[src/sv/prrts_pkg.sv]
// ---------------------------------------------------------------------------
// prrts_pkg
// Types and codes shared by the task scheduler, its channels and submodules.
// ---------------------------------------------------------------------------
package prrts_pkg;

  // Operation codes of a command word
  typedef enum logic [2:0] {
    OP_CREATE = 3'd0,
    OP_START  = 3'd1,
    OP_DELAY  = 3'd2,
    OP_YIELD  = 3'd3,
    OP_DELETE = 3'd4,
    OP_TICK   = 3'd5
  } op_t;

  // Status codes of a result word
  typedef enum logic [1:0] {
    STAT_OK       = 2'd0,
    STAT_FULL     = 2'd1,
    STAT_BAD_PRIO = 2'd2,
    STAT_IGNORED  = 2'd3
  } status_t;

  // Per-task state codes
  typedef enum logic [2:0] {
    TS_READY    = 3'd0,
    TS_RUNNING  = 3'd1,
    TS_SLEEPING = 3'd3,
    TS_DELETED  = 3'd4
  } tstate_t;

  // Sequencer states
  typedef enum logic [1:0] {
    S_IDLE,
    S_WALK,
    S_FIN1,
    S_FIN2
  } seq_state_t;

  // Command word
  typedef struct packed {
    logic [2:0]  operation;
    logic [7:0]  priority_req;
    logic [15:0] sleep_len;
    logic [7:0]  task_index;
  } cmd_word_t;

  // Result word
  typedef struct packed {
    logic [1:0]  status;
    logic [2:0]  task_slot;
    logic        idle;
    logic [7:0]  woke_mask;
    logic [31:0] selected_runs;
    logic [31:0] tick_count;
  } rsp_word_t;

  // Task memory entry: state and sleep countdown
  typedef struct packed {
    tstate_t     state;
    logic [15:0] countdown;
  } entry_t;

  // Outcome of visiting one entry during a tick walk
  typedef struct packed {
    entry_t entry;
    logic   woke;
    logic   take;
  } visit_res_t;

endpackage

[src/sv/prrts_cmd_if.sv]
// ---------------------------------------------------------------------------
// prrts_cmd_if
// Command channel of the task scheduler: valid/ready with a command word.
// ---------------------------------------------------------------------------
interface prrts_cmd_if;
  logic                  valid;
  logic                  ready;
  prrts_pkg::cmd_word_t  payload;

  modport source (output valid, output payload, input ready);
  modport sink   (input valid, input payload, output ready);
endinterface

[src/sv/prrts_rsp_if.sv]
// ---------------------------------------------------------------------------
// prrts_rsp_if
// Result channel of the task scheduler: valid/ready with a result word.
// ---------------------------------------------------------------------------
interface prrts_rsp_if;
  logic                  valid;
  logic                  ready;
  prrts_pkg::rsp_word_t  payload;

  modport source (output valid, output payload, input ready);
  modport sink   (input valid, input payload, output ready);
endinterface

[src/sv/priority_round_robin_task_scheduler_unit.sv]
// ---------------------------------------------------------------------------
// priority_round_robin_task_scheduler_unit
// Task scheduler over a memory-held task table: priority, then round-robin.
//
// One command word is taken at a time and yields one result word. Create,
// start, delay, yield, delete and ignored commands finish in the cycle they
// are accepted. A tick walks the N created tasks one entry per cycle through
// the task memories (read, update, write back), then reads and bumps the run
// count of the chosen task, a step that is skipped when no task is runnable.
// The walk over the single read port of the task memory sets its pace. A new
// command is accepted as soon as the block is idle, even while the last
// result word still waits, if that word is taken in the same cycle. Task
// table contents need no initialization after reset.
// ---------------------------------------------------------------------------
module priority_round_robin_task_scheduler_unit #(
  parameter int NUM_TASKS      = 8,
  parameter int NUM_PRIORITIES = 8
) (
  input  logic       clk,
  input  logic       rst,
  prrts_cmd_if.sink  cmd,
  prrts_rsp_if.source rsp
);

  localparam int IW = (NUM_TASKS > 1) ? $clog2(NUM_TASKS) : 1;
  localparam int CW = $clog2(NUM_TASKS + 1);
  localparam int PW = $clog2(NUM_PRIORITIES);
  localparam int EW = $bits(prrts_pkg::entry_t);
  localparam int BW = PW + 32;

  // Control registers
  prrts_pkg::seq_state_t state, state_next;
  logic [CW-1:0]         tasks_in_use, tasks_in_use_next;
  logic [IW-1:0]         cur, cur_next;
  logic [31:0]           sys_time, sys_time_next;
  logic                  sched_on, sched_on_next;
  logic                  out_valid, out_valid_next;

  // Walk registers
  logic [IW-1:0]         rd_idx, rd_idx_next;
  logic [CW-1:0]         left, left_next;
  logic [IW-1:0]         best, best_next;
  logic [PW-1:0]         lead_prio, lead_prio_next;
  logic                  found, found_next;
  logic [7:0]            woke, woke_next;
  logic                  cur_run, cur_run_next;
  prrts_pkg::rsp_word_t  res, res_next;

  // Memory ports
  logic                  a_we, b_we;
  logic [IW-1:0]         a_waddr, a_raddr, b_waddr, b_raddr;
  logic [EW-1:0]         a_wdata, a_rdata;
  logic [BW-1:0]         b_wdata, b_rdata;

  logic                  accept;
  logic [CW-1:0]         cur_inc, rd_inc;
  logic [IW-1:0]         start_idx, rd_wrap;
  logic [31:0]           runs_inc;
  prrts_pkg::entry_t     wr_entry;
  prrts_pkg::visit_res_t vis;

  // State and countdown per task
  prrts_ram #(.WIDTH(EW), .DEPTH(NUM_TASKS)) u_state_ram (
    .clk   (clk),
    .we    (a_we),
    .waddr (a_waddr),
    .wdata (a_wdata),
    .raddr (a_raddr),
    .rdata (a_rdata)
  );

  // Priority and run count per task
  prrts_ram #(.WIDTH(BW), .DEPTH(NUM_TASKS)) u_run_ram (
    .clk   (clk),
    .we    (b_we),
    .waddr (b_waddr),
    .wdata (b_wdata),
    .raddr (b_raddr),
    .rdata (b_rdata)
  );

  prrts_visit #(.PRIO_W(PW)) u_visit (
    .entry     (prrts_pkg::entry_t'(a_rdata)),
    .prio      (b_rdata[BW-1:32]),
    .have_best (found),
    .lead_prio (lead_prio),
    .res       (vis)
  );

  assign accept      = cmd.valid && cmd.ready;
  assign cmd.ready   = (state == prrts_pkg::S_IDLE) && (!out_valid || rsp.ready);
  assign rsp.valid   = out_valid;
  assign rsp.payload = res;

  // Round-robin successors that wrap at the task count
  assign cur_inc   = CW'(cur) + CW'(1);
  assign start_idx = (cur_inc == tasks_in_use) ? '0 : cur_inc[IW-1:0];
  assign rd_inc    = CW'(rd_idx) + CW'(1);
  assign rd_wrap   = (rd_inc == tasks_in_use) ? '0 : rd_inc[IW-1:0];
  assign runs_inc  = b_rdata[31:0] + 32'd1;
  assign a_wdata   = wr_entry;

  // Sequencer: decode commands, walk the table on a tick, finish the switch
  always_comb begin
    state_next        = state;
    tasks_in_use_next = tasks_in_use;
    cur_next          = cur;
    sys_time_next     = sys_time;
    sched_on_next     = sched_on;
    out_valid_next    = out_valid && !rsp.ready;
    rd_idx_next       = rd_idx;
    left_next         = left;
    best_next         = best;
    lead_prio_next    = lead_prio;
    found_next        = found;
    woke_next         = woke;
    cur_run_next      = cur_run;
    res_next          = res;
    a_we              = 1'b0;
    a_waddr           = cur;
    a_raddr           = rd_idx;
    wr_entry          = '{state: prrts_pkg::TS_READY, countdown: '0};
    b_we              = 1'b0;
    b_waddr           = cur;
    b_raddr           = rd_idx;
    b_wdata           = '0;

    unique case (state)
      prrts_pkg::S_IDLE: begin
        if (accept) begin
          res_next            = '0;
          res_next.status     = prrts_pkg::STAT_OK;
          res_next.tick_count = sys_time;
          out_valid_next      = 1'b1;
          unique case (cmd.payload.operation)
            prrts_pkg::OP_CREATE: begin
              if (tasks_in_use == CW'(NUM_TASKS)) begin
                res_next.status = prrts_pkg::STAT_FULL;
              end else if (cmd.payload.priority_req >= 8'(NUM_PRIORITIES)) begin
                res_next.status = prrts_pkg::STAT_BAD_PRIO;
              end else begin
                a_we               = 1'b1;
                a_waddr            = tasks_in_use[IW-1:0];
                wr_entry           = '{state: prrts_pkg::TS_READY, countdown: '0};
                b_we               = 1'b1;
                b_waddr            = tasks_in_use[IW-1:0];
                b_wdata            = {cmd.payload.priority_req[PW-1:0], 32'd0};
                tasks_in_use_next  = tasks_in_use + CW'(1);
                res_next.task_slot = 3'(tasks_in_use);
              end
            end
            prrts_pkg::OP_START: begin
              sched_on_next = 1'b1;
            end
            prrts_pkg::OP_DELAY: begin
              if (!sched_on) begin
                res_next.status = prrts_pkg::STAT_IGNORED;
              end else begin
                a_we     = 1'b1;
                wr_entry = '{state: prrts_pkg::TS_SLEEPING,
                             countdown: cmd.payload.sleep_len};
              end
            end
            prrts_pkg::OP_YIELD: begin
              if (!sched_on) begin
                res_next.status = prrts_pkg::STAT_IGNORED;
              end else begin
                a_we     = 1'b1;
                wr_entry = '{state: prrts_pkg::TS_READY, countdown: '0};
              end
            end
            prrts_pkg::OP_DELETE: begin
              if (cmd.payload.task_index >= 8'(tasks_in_use)) begin
                res_next.status = prrts_pkg::STAT_IGNORED;
              end else begin
                a_we     = 1'b1;
                a_waddr  = cmd.payload.task_index[IW-1:0];
                wr_entry = '{state: prrts_pkg::TS_DELETED, countdown: '0};
              end
            end
            prrts_pkg::OP_TICK: begin
              if (!sched_on) begin
                res_next.status = prrts_pkg::STAT_IGNORED;
              end else begin
                sys_time_next       = sys_time + 32'd1;
                res_next.tick_count = sys_time + 32'd1;
                if (tasks_in_use == '0) begin
                  res_next.idle = 1'b1;
                end else begin
                  // Issue the first read and hold the result until the walk ends
                  out_valid_next = 1'b0;
                  a_raddr        = start_idx;
                  b_raddr        = start_idx;
                  rd_idx_next    = start_idx;
                  left_next      = tasks_in_use - CW'(1);
                  found_next     = 1'b0;
                  woke_next      = '0;
                  cur_run_next   = 1'b0;
                  state_next     = prrts_pkg::S_WALK;
                end
              end
            end
            default: begin
              res_next.status = prrts_pkg::STAT_IGNORED;
            end
          endcase
        end
      end

      prrts_pkg::S_WALK: begin
        // Write back the visited entry and track the best candidate
        a_we     = 1'b1;
        a_waddr  = rd_idx;
        wr_entry = vis.entry;
        if (vis.woke) begin
          woke_next = woke | (8'd1 << rd_idx);
        end
        if (vis.take) begin
          best_next      = rd_idx;
          lead_prio_next = b_rdata[BW-1:32];
          found_next     = 1'b1;
        end
        if (rd_idx == cur) begin
          cur_run_next = (vis.entry.state == prrts_pkg::TS_RUNNING);
        end
        if (left != '0) begin
          a_raddr     = rd_wrap;
          b_raddr     = rd_wrap;
          rd_idx_next = rd_wrap;
          left_next   = left - CW'(1);
        end else if (found_next) begin
          state_next = prrts_pkg::S_FIN1;
        end else begin
          res_next.idle      = 1'b1;
          res_next.woke_mask = woke_next;
          out_valid_next     = 1'b1;
          state_next         = prrts_pkg::S_IDLE;
        end
      end

      prrts_pkg::S_FIN1: begin
        // Fetch the run count; demote the old running task if it is switched out
        b_raddr = best;
        if (cur != best && cur_run) begin
          a_we     = 1'b1;
          a_waddr  = cur;
          wr_entry = '{state: prrts_pkg::TS_READY, countdown: '0};
        end
        state_next = prrts_pkg::S_FIN2;
      end

      prrts_pkg::S_FIN2: begin
        // Run the chosen task and bump its run count
        a_we                   = 1'b1;
        a_waddr                = best;
        wr_entry               = '{state: prrts_pkg::TS_RUNNING, countdown: '0};
        b_we                   = 1'b1;
        b_waddr                = best;
        b_wdata                = {b_rdata[BW-1:32], runs_inc};
        res_next.task_slot     = 3'(best);
        res_next.selected_runs = runs_inc;
        res_next.woke_mask     = woke;
        cur_next               = best;
        out_valid_next         = 1'b1;
        state_next             = prrts_pkg::S_IDLE;
      end

      default: begin
        state_next = prrts_pkg::S_IDLE;
      end
    endcase
  end

  // Control state
  always_ff @(posedge clk) begin
    if (rst) begin
      state        <= prrts_pkg::S_IDLE;
      tasks_in_use <= '0;
      cur          <= '0;
      sys_time     <= '0;
      sched_on     <= 1'b0;
      out_valid    <= 1'b0;
    end else begin
      state        <= state_next;
      tasks_in_use <= tasks_in_use_next;
      cur          <= cur_next;
      sys_time     <= sys_time_next;
      sched_on     <= sched_on_next;
      out_valid    <= out_valid_next;
    end
  end

  // Walk and result payload
  always_ff @(posedge clk) begin
    rd_idx    <= rd_idx_next;
    left      <= left_next;
    best      <= best_next;
    lead_prio <= lead_prio_next;
    found     <= found_next;
    woke      <= woke_next;
    cur_run   <= cur_run_next;
    res       <= res_next;
  end

endmodule

[src/sv/prrts_ram.sv]
// ---------------------------------------------------------------------------
// prrts_ram
// Generic memory with one write port and one registered read port.
// ---------------------------------------------------------------------------
module prrts_ram #(
  parameter int WIDTH = 8,
  parameter int DEPTH = 8,
  localparam int AW   = (DEPTH > 1) ? $clog2(DEPTH) : 1
) (
  input  logic             clk,
  input  logic             we,
  input  logic [AW-1:0]    waddr,
  input  logic [WIDTH-1:0] wdata,
  input  logic [AW-1:0]    raddr,
  output logic [WIDTH-1:0] rdata
);

  logic [WIDTH-1:0] mem [DEPTH];

  // Write and registered read
  always_ff @(posedge clk) begin
    if (we) begin
      mem[waddr] <= wdata;
    end
    rdata <= mem[raddr];
  end

endmodule

[src/sv/prrts_visit.sv]
// ---------------------------------------------------------------------------
// prrts_visit
// Per-entry step of a tick: count down a sleeper, wake it at zero, and
// decide whether the entry beats the best candidate seen so far.
// ---------------------------------------------------------------------------
module prrts_visit #(
  parameter int PRIO_W = 3
) (
  input  prrts_pkg::entry_t     entry,
  input  logic [PRIO_W-1:0]     prio,
  input  logic                  have_best,
  input  logic [PRIO_W-1:0]     lead_prio,
  output prrts_pkg::visit_res_t res
);

  prrts_pkg::entry_t upd;
  logic              woke;
  logic              runnable;

  // Count down a sleeper; a countdown of zero never wakes
  always_comb begin
    upd  = entry;
    woke = 1'b0;
    if (entry.state == prrts_pkg::TS_SLEEPING && entry.countdown != 16'd0) begin
      upd.countdown = entry.countdown - 16'd1;
      if (entry.countdown == 16'd1) begin
        upd.state = prrts_pkg::TS_READY;
        woke      = 1'b1;
      end
    end
  end

  // Take the entry on a strictly better priority, so earlier ones win ties
  assign runnable = (upd.state == prrts_pkg::TS_READY) ||
                    (upd.state == prrts_pkg::TS_RUNNING);

  assign res.entry = upd;
  assign res.woke  = woke;
  assign res.take  = runnable && (!have_best || prio < lead_prio);

endmodule
[src/flat_wrapper.sv]
// flat-port wrapper written by rule: the top's interface ports become plain ports
module priority_round_robin_task_scheduler_unit_flat 
#(
  parameter int NUM_TASKS      = 8,
  parameter int NUM_PRIORITIES = 8
)
  (clk, rst, cmd_valid, cmd_payload, cmd_ready, rsp_valid, rsp_payload, rsp_ready);
  prrts_cmd_if cmd_i ();
  prrts_rsp_if rsp_i ();
  input  logic clk;
  input  logic rst;
  input wire logic [$bits(cmd_i.valid)-1:0] cmd_valid;
  input wire logic [$bits(cmd_i.payload)-1:0] cmd_payload;
  output wire logic [$bits(cmd_i.ready)-1:0] cmd_ready;
  output wire logic [$bits(rsp_i.valid)-1:0] rsp_valid;
  output wire logic [$bits(rsp_i.payload)-1:0] rsp_payload;
  input wire logic [$bits(rsp_i.ready)-1:0] rsp_ready;
  assign cmd_i.valid = cmd_valid;
  assign cmd_i.payload = cmd_payload;
  assign cmd_ready = cmd_i.ready;
  assign rsp_valid = rsp_i.valid;
  assign rsp_payload = rsp_i.payload;
  assign rsp_i.ready = rsp_ready;
  priority_round_robin_task_scheduler_unit #(.NUM_TASKS(NUM_TASKS), .NUM_PRIORITIES(NUM_PRIORITIES)) u_core (.clk(clk), .rst(rst), .cmd(cmd_i), .rsp(rsp_i));
endmodule
[config.mk]
export PLATFORM = sky130hd
export DESIGN_NAME = priority_round_robin_task_scheduler_unit_flat
export DESIGN_NICKNAME = d
export VERILOG_FILES = /design/src/sv/prrts_pkg.sv /design/src/sv/prrts_cmd_if.sv /design/src/sv/prrts_rsp_if.sv /design/src/sv/priority_round_robin_task_scheduler_unit.sv /design/src/sv/prrts_ram.sv /design/src/sv/prrts_visit.sv /design/src/flat_wrapper.sv
export SDC_FILE = /design/constraint.sdc
export NUM_CORES = 1
export LEC_CHECK = 0
export ABC_CLOCK_PERIOD_IN_PS = 7300
export BUFFER_PORTS_ARGS = -buffer_cell sky130_fd_sc_hd__buf_4
export CORE_MARGIN = 10
export CORE_UTILIZATION = 40
export CTS_BUF_LIST = sky130_fd_sc_hd__clkbuf_8 sky130_fd_sc_hd__clkbuf_16
export DETAILED_ROUTE_END_ITERATION = 8
export GPL_TIMING_DRIVEN = 1
export SKIP_CTS_REPAIR_TIMING = 1
export SLEW_MARGIN = 20
export SYNTH_ARGS = -nofsm -noshare
export SYNTH_HDL_FRONTEND = slang
export SYNTH_SLANG_ARGS = --single-unit
[constraint.sdc]
create_clock -name clk -period 7.3 [get_ports clk]
set_input_delay 1.46 -clock clk [delete_from_list [all_inputs] [get_ports clk]]
set_output_delay 1.46 -clock clk [all_outputs]
set_load 0.03 [all_outputs]
# Yosys cells after proc, flatten, opt, wreduce, memory -nomap -nowiden
# Memory sizes are Yosys's and may differ from the RTL's. A register that Yosys moved wholly into a read port is not among the register bits.
# Index checks and enable logic that the tools add are counted.
[word_totals]
reg_bits = 144
ramBits = 432
input_bits = 39
n_memories = 2
[memory_table]
columns = ["name", "depth", "word_bits", "rd", "rd_clocked_by_memory_dff", "wr", "line", "rtl"]
rows = [
  ["u_core.u_run_ram.mem", 8, 35, 1, 1, 1, "prrts_ram.sv:18", "logic [WIDTH-1:0] mem [DEPTH];"],
  ["u_core.u_state_ram.mem", 8, 19, 1, 1, 1, "prrts_ram.sv:18", ""],
]
[op_classes]
addsub = 8
n_lt_le_gt_ge = 3
eq_ne = 24
n_shift = 1
mux = 101
n_bitwise = 3
n_reduce_logical = 35
[ops]
columns = ["operator", "n"]
rows = [
  ["two-way mux 35 bit", 4],
  ["two-way mux 76 bit", 1],
  ["case mux 19 bit (4 select lines)", 1],
  ["case mux 35 bit (2 select lines)", 1],
  ["adder 32 x 1 -> 32 bit (second input constant)", 2],
  ["two-way mux 32 bit", 2],
  ["case mux 32 bit (2 select lines)", 1],
  ["two-way mux 19 bit", 3],
  ["two-way mux 3 bit", 17],
  ["two-way mux 8 bit", 5],
  ["case mux 19 bit (2 select lines)", 1],
  ["two-way mux 1 bit", 29],
  ["case mux 3 bit (2 select lines)", 4],
  ["case mux 8 bit (3 select lines)", 1],
  ["two-way mux 2 bit", 10],
  ["two-way mux 4 bit", 5],
  ["two-way mux 18 bit", 1],
  ["two-way mux 9 bit", 2],
  ["== test 16 x 1 -> 1 bit (second input constant)", 1],
  ["case mux 2 bit (4 select lines)", 2],
  ["case mux 8 bit (2 select lines)", 1],
  ["nonzero test 16 bit", 1],
  ["subtractor 16 x 1 -> 16 bit (second input constant)", 1],
  ["AND reduction 5 bit", 3],
  ["40 further kinds", 76],
]

# Logic depth before layout (Yosys ltp)
[depth]
ltp_word = 11
mapped_depth = 15
depth_no_buf = 11

# Hierarchy
# From an unflattened synthesis, not the netlist that was laid out.
[unflattened]
cells_unflattened = 1588
area_unflattened_um2 = 26215.1
[modules_own_cells]
columns = ["module", "n_inst", "cells_per_inst", "area_per_inst_um2"]
rows = [
  ["prrts_ram (u_core.u_run_ram)", 1, 453, 11536.1],
  ["priority_round_robin_task_scheduler_unit", 1, 806, 7858.8],
  ["prrts_ram (u_core.u_state_ram)", 1, 251, 6259.8],
  ["prrts_visit", 1, 78, 560.5],
]

# Least setup slack after synthesis
# No wires, ideal clock.
[synth_timing]
path_kind = "in2reg"
startpoint = "in cmd_payload[31]"
endpoint = "mem u_core.u_run_ram.mem[3][0] (netlist name) (enable)"
arrival_time_ns = 5.477
t_required_ns = 6.822
setup_slack_ns = 1.345
cell_stages = 8
n_path_buf = 2
path_cell_list = "nor3_1 and3_1 clkbuf_1 and3_1 clkbuf_1 nor2_1 nor3_1 nor3b_1"
[synth_between]
elab_chain_cells = 8
[synth_rtl]
columns = ["element", "line", "rtl"]
rows = [
  ["start, declared", "flat_wrapper.sv:13", "input wire logic [$bits(cmd_i.payload)-1:0] cmd_payload;"],
  ["greater-or-equal comparator 8 x 4 -> 1 bit (*)", "priority_round_robin_task_scheduler_unit.sv:139", "end else if (cmd.payload.priority_req >= 8'(NUM_PRIORITIES)) begin"],
  ["two-way mux 1 bit", "priority_round_robin_task_scheduler_unit.sv:139", ""],
  ["two-way mux 1 bit", "priority_round_robin_task_scheduler_unit.sv:137", "if (tasks_in_use == CW'(NUM_TASKS)) begin"],
  ["two-way mux 1 bit", "priority_round_robin_task_scheduler_unit.sv:135", "unique case (cmd.payload.operation)"],
  ["two-way mux 1 bit", "priority_round_robin_task_scheduler_unit.sv:130", "if (accept) begin"],
  ["case mux 1 bit (2 select lines)", "priority_round_robin_task_scheduler_unit.sv:128", "unique case (state)"],
  ["two-way mux 1 bit", "prrts_ram.sv:22", "if (we) begin"],
  ["two-way mux 1 bit (implied by the code)", "prrts_ram.sv:23", "mem[waddr] <= wdata;"],
  ["end, declared", "prrts_ram.sv:18", ""],
]
# Mark *: on every way between the ends. The rest lies on a longest branch, timed or not.

# Worst setup path after layout
[layout_timing]
startpoint = "in cmd_payload[33]"
endpoint = "reg u_core.u_run_ram.rdata[26] (read register of u_core.u_run_ram.mem)"
[layout_between]
elab_chain_cells = 4
[layout_rtl]
columns = ["element", "line", "rtl"]
rows = [
  ["== test 3 bit", "priority_round_robin_task_scheduler_unit.sv:135", ""],
  ["two-way mux 3 bit", "n/a", ""],
  ["two-way mux 3 bit", "priority_round_robin_task_scheduler_unit.sv:130", ""],
  ["case mux 3 bit (3 select lines)", "priority_round_robin_task_scheduler_unit.sv:128", ""],
  ["end, declared", "prrts_ram.sv:15", "output logic [WIDTH-1:0] rdata"],
]
# Every way passes these cells.
# A chain may end at the register's enable or synchronous reset.

==> qor.yml <==
worst_setup_path:
  cp-end-kind: "flop"
  cp_common_cell: "a211oi_1"
  reg2reg_depth: 10
  crit_required_ns: 7.73
  critical_path.slowest_cell: "nand3_2"
  critPathLaunchType: "primary input"
  critical-path-max-stage-delay_ns: 0.92
  path_cells: "buf_4, nand4b_4, or4_1, a221o_1, a21oi_1, nand3_2, a211oi_1, a211oi_1"
  crit_path_max_fanout: 35
  criticalPathCategory: "in -> reg"
  worstPathArrival_ns: 5.05
layout:
  antenna_cells: 0
  most-common-layout-cells: "530 x edfxtp_1, 230 x nand2_1, 152 x buf_4"
  area_delta_synth_final_pct: 16.5
  drive_above_1_share_pct: 15.7
  final_common_cell: "edfxtp_1"
  nets: 2078
  fin_cells: 2925
  post-route-util_pct: 46.9
floorplan:
  fp.dieArea_sq_mm: 0.0753
  rows: 93
  num_io_pins: 119
  initial_utilization_pct: 40.3
  die_w_um: 274
  die_h_um: 274
  fp.coreArea_sq_mm: 0.0642
placed_design:
  dp_hpwl_um: 36100
  dpl.cell_count: 2799
  gp_congestion: 0.835
  io_buffers: 118
yosys:
  netlist_instances: 1891
  ys_types: 63
  async_reset_ff_share_pct: 0
  syn_avg_cell_area_sq_um: 13.7
  synth.net_count: 1955
  ys_seq_area_share_pct: 69.2
  yosys_warnings: 0
  synth-main-ff-cell: "edfxtp_1"
  syn_area_sq_mm: 0.0259
  synth_edf_count: 530
  ys_ff_latch: 630
power_and_ir_drop:
  p_leak_nw: 11.2
  cellPowerDensity_mw_per_mm2: 346
  totalPowerFinal_mw: 10.4
  vdd_drop_max_v: 0.000214
clock_tree:
  clock_latency_ns: 0.62
  cts-htree-levels: 3
  clockRootBuffer: "clkbuf_16"
  cts_tree: "yes"
  numCtsBuffers: 68
  cts_buffer_depth: 3
  numClockSinks: 630
  path_clk_slew_ns: 0.06
detailed_routing:
  dr.pass1.iters: 5
  ant_nets: 0
  drt_iter0_markers: 1123
  vias_per_cell: 5.41
  vias: 15812
  totalWireLength_um: 62000
  wl_per_cell_um: 21.2
  drc: 0
timing:
  finalHoldViolCount: 0
  finalCritPeriodShare_pct: 63.2
  finalClockSkew_ns: 0.0431
  max_freq_mhz: 217
  finalCriticalPeriod_ns: 4.62
  tns_ns: 0
  slew_headroom_pct: 27.2
  slew_viol_final: 0
  rsz0062_at_grt: "no"
  worst_pin_slew_ns: 1.09
  setup_violations: 0
  worst_hold_slack_ns: 0.468
global_route:
  antenna_found_initial: 0
  overflow: 0
  grt_max_degree: 141
  grt_pass1_vias: 16088
  globalRouteTotalUtil_pct: 16.2
  grt_pass1_wl_um: 94700
outcome:
  status: "finished, final reports clean"
min_path:
  hold_class: "reg -> reg"
  hold_path_depth: 0
flow_run:
  cap_violations: 0
flip-flops by register name (all words and copies together) (netlist names), named ones only:
register                  cells
u_core.tasks_in_use           4
u_core.woke                   8
u_core.state                  1
u_core.rsp.payload           78
u_core.found                  1
u_core.u_state_ram.mem      152
u_core.sched_on               1
u_core.left                   4
u_core.cur_run                1
u_core.rd_idx                 3
u_core.best                   3
u_core.cur                    3
u_core.sys_time              32
u_core.u_state_ram.rdata     19
u_core.lead_prio              3
u_core.u_run_ram.mem        280
u_core.u_run_ram.rdata       35
u_core.rsp.valid              1
cells in the mapped netlist, types with 19 or more instances:
cell type,n,area share (%)
nor2b_1,19,0.46
mux2_2,21,0.91
buf_2,24,0.46
o21ai_0,32,0.62
clkbuf_1,69,1.0
nor2_1,126,1.8
nor3_1,44,0.85
a32o_1,54,2.1
xnor2_1,57,1.9
edfxtp_1,530,61
a22oi_1,23,0.67
inv_1,27,0.39
ha_1,25,1.2
xor2_1,59,2.0
a21oi_1,34,0.66
nand4_1,19,0.46
nand3_1,34,0.66
dfxtp_1,100,7.7
a211oi_1,72,2.1
mux2i_1,98,3.8
a31oi_1,30,0.73
nand2_1,230,3.3
and2_1,42,1.0
final cells by class:
class,instances,area [sq um]
Multi-Input combinational cell,1131,7590
Fill cell,5630,34100
Clock buffer,68,1700
Clock inverter,58,603
Tap cell,855,1070
Timing Repair Buffer,153,1160
Inverter,30,113
Sequential cell,630,17900
worst max-delay path, delay by kind of cell:
kind | cells | cell delay [ns]
and+or+nand+nor | 3 | 1.85
buffers and inverters | 1 | 0.14
AOI/OAI and AO/OA | 4 | 1.58
metrics by stage:
stage                     setup slack [ns]  cell area (sq um)
after global placement                2.18              27800
after CTS                             2.71              30100
final                                 2.68              30200
after detailed placement              2.04              27800
after floorplan                       1.34              25900
after global routing                  2.48              30200
logic make-up after synthesis:
group,Yosys count,synth area share [%]
flip-flops,630,69.2
AND/OR/NAND/NOR,579,10.4
AO/OA/AOI/OAI,292,8.41
buffers and inverters,130,2.12
multiplexers,119,4.70
XOR/XNOR,116,3.93
adder cells (fa/ha/maj),25,1.21
final timing paths:
kind	start	endpoint	slack (ns)
worst max-delay path	cmd_payload[33]	u_core.u_run_ram.rdata[26]$_DFF_P_	2.68
worst min-delay path	u_core.u_run_ram.rdata[33]$_DFF_P_	u_core.lead_prio[1]$_DFFE_PP_	0.47
worst max register to register	u_core.tasks_in_use[1]$_SDFFE_PP0P_	u_core.u_run_ram.mem[1][3]$_DFFE_PP_	2.75
worst min register to register	u_core.u_run_ram.rdata[33]$_DFF_P_	u_core.lead_prio[1]$_DFFE_PP_	0.47
per-layer routing:
metal	share of wire, %	GRT usage, %	wire [um]
met5	0	0	0
met4	3.0	6.72	1830
met3	5.4	2.72	3330
met2	47	26.1	29400
met1	44	21.4	27400
report_power, final:
group / switching, mW / internal [mW]
clock: 1.48 / 2.00
sequential: 0.194 / 4.08
combinational: 1.71 / 0.972
total: 3.38 / 7.05
Note: power is estimated with default switching activity, not from simulation.
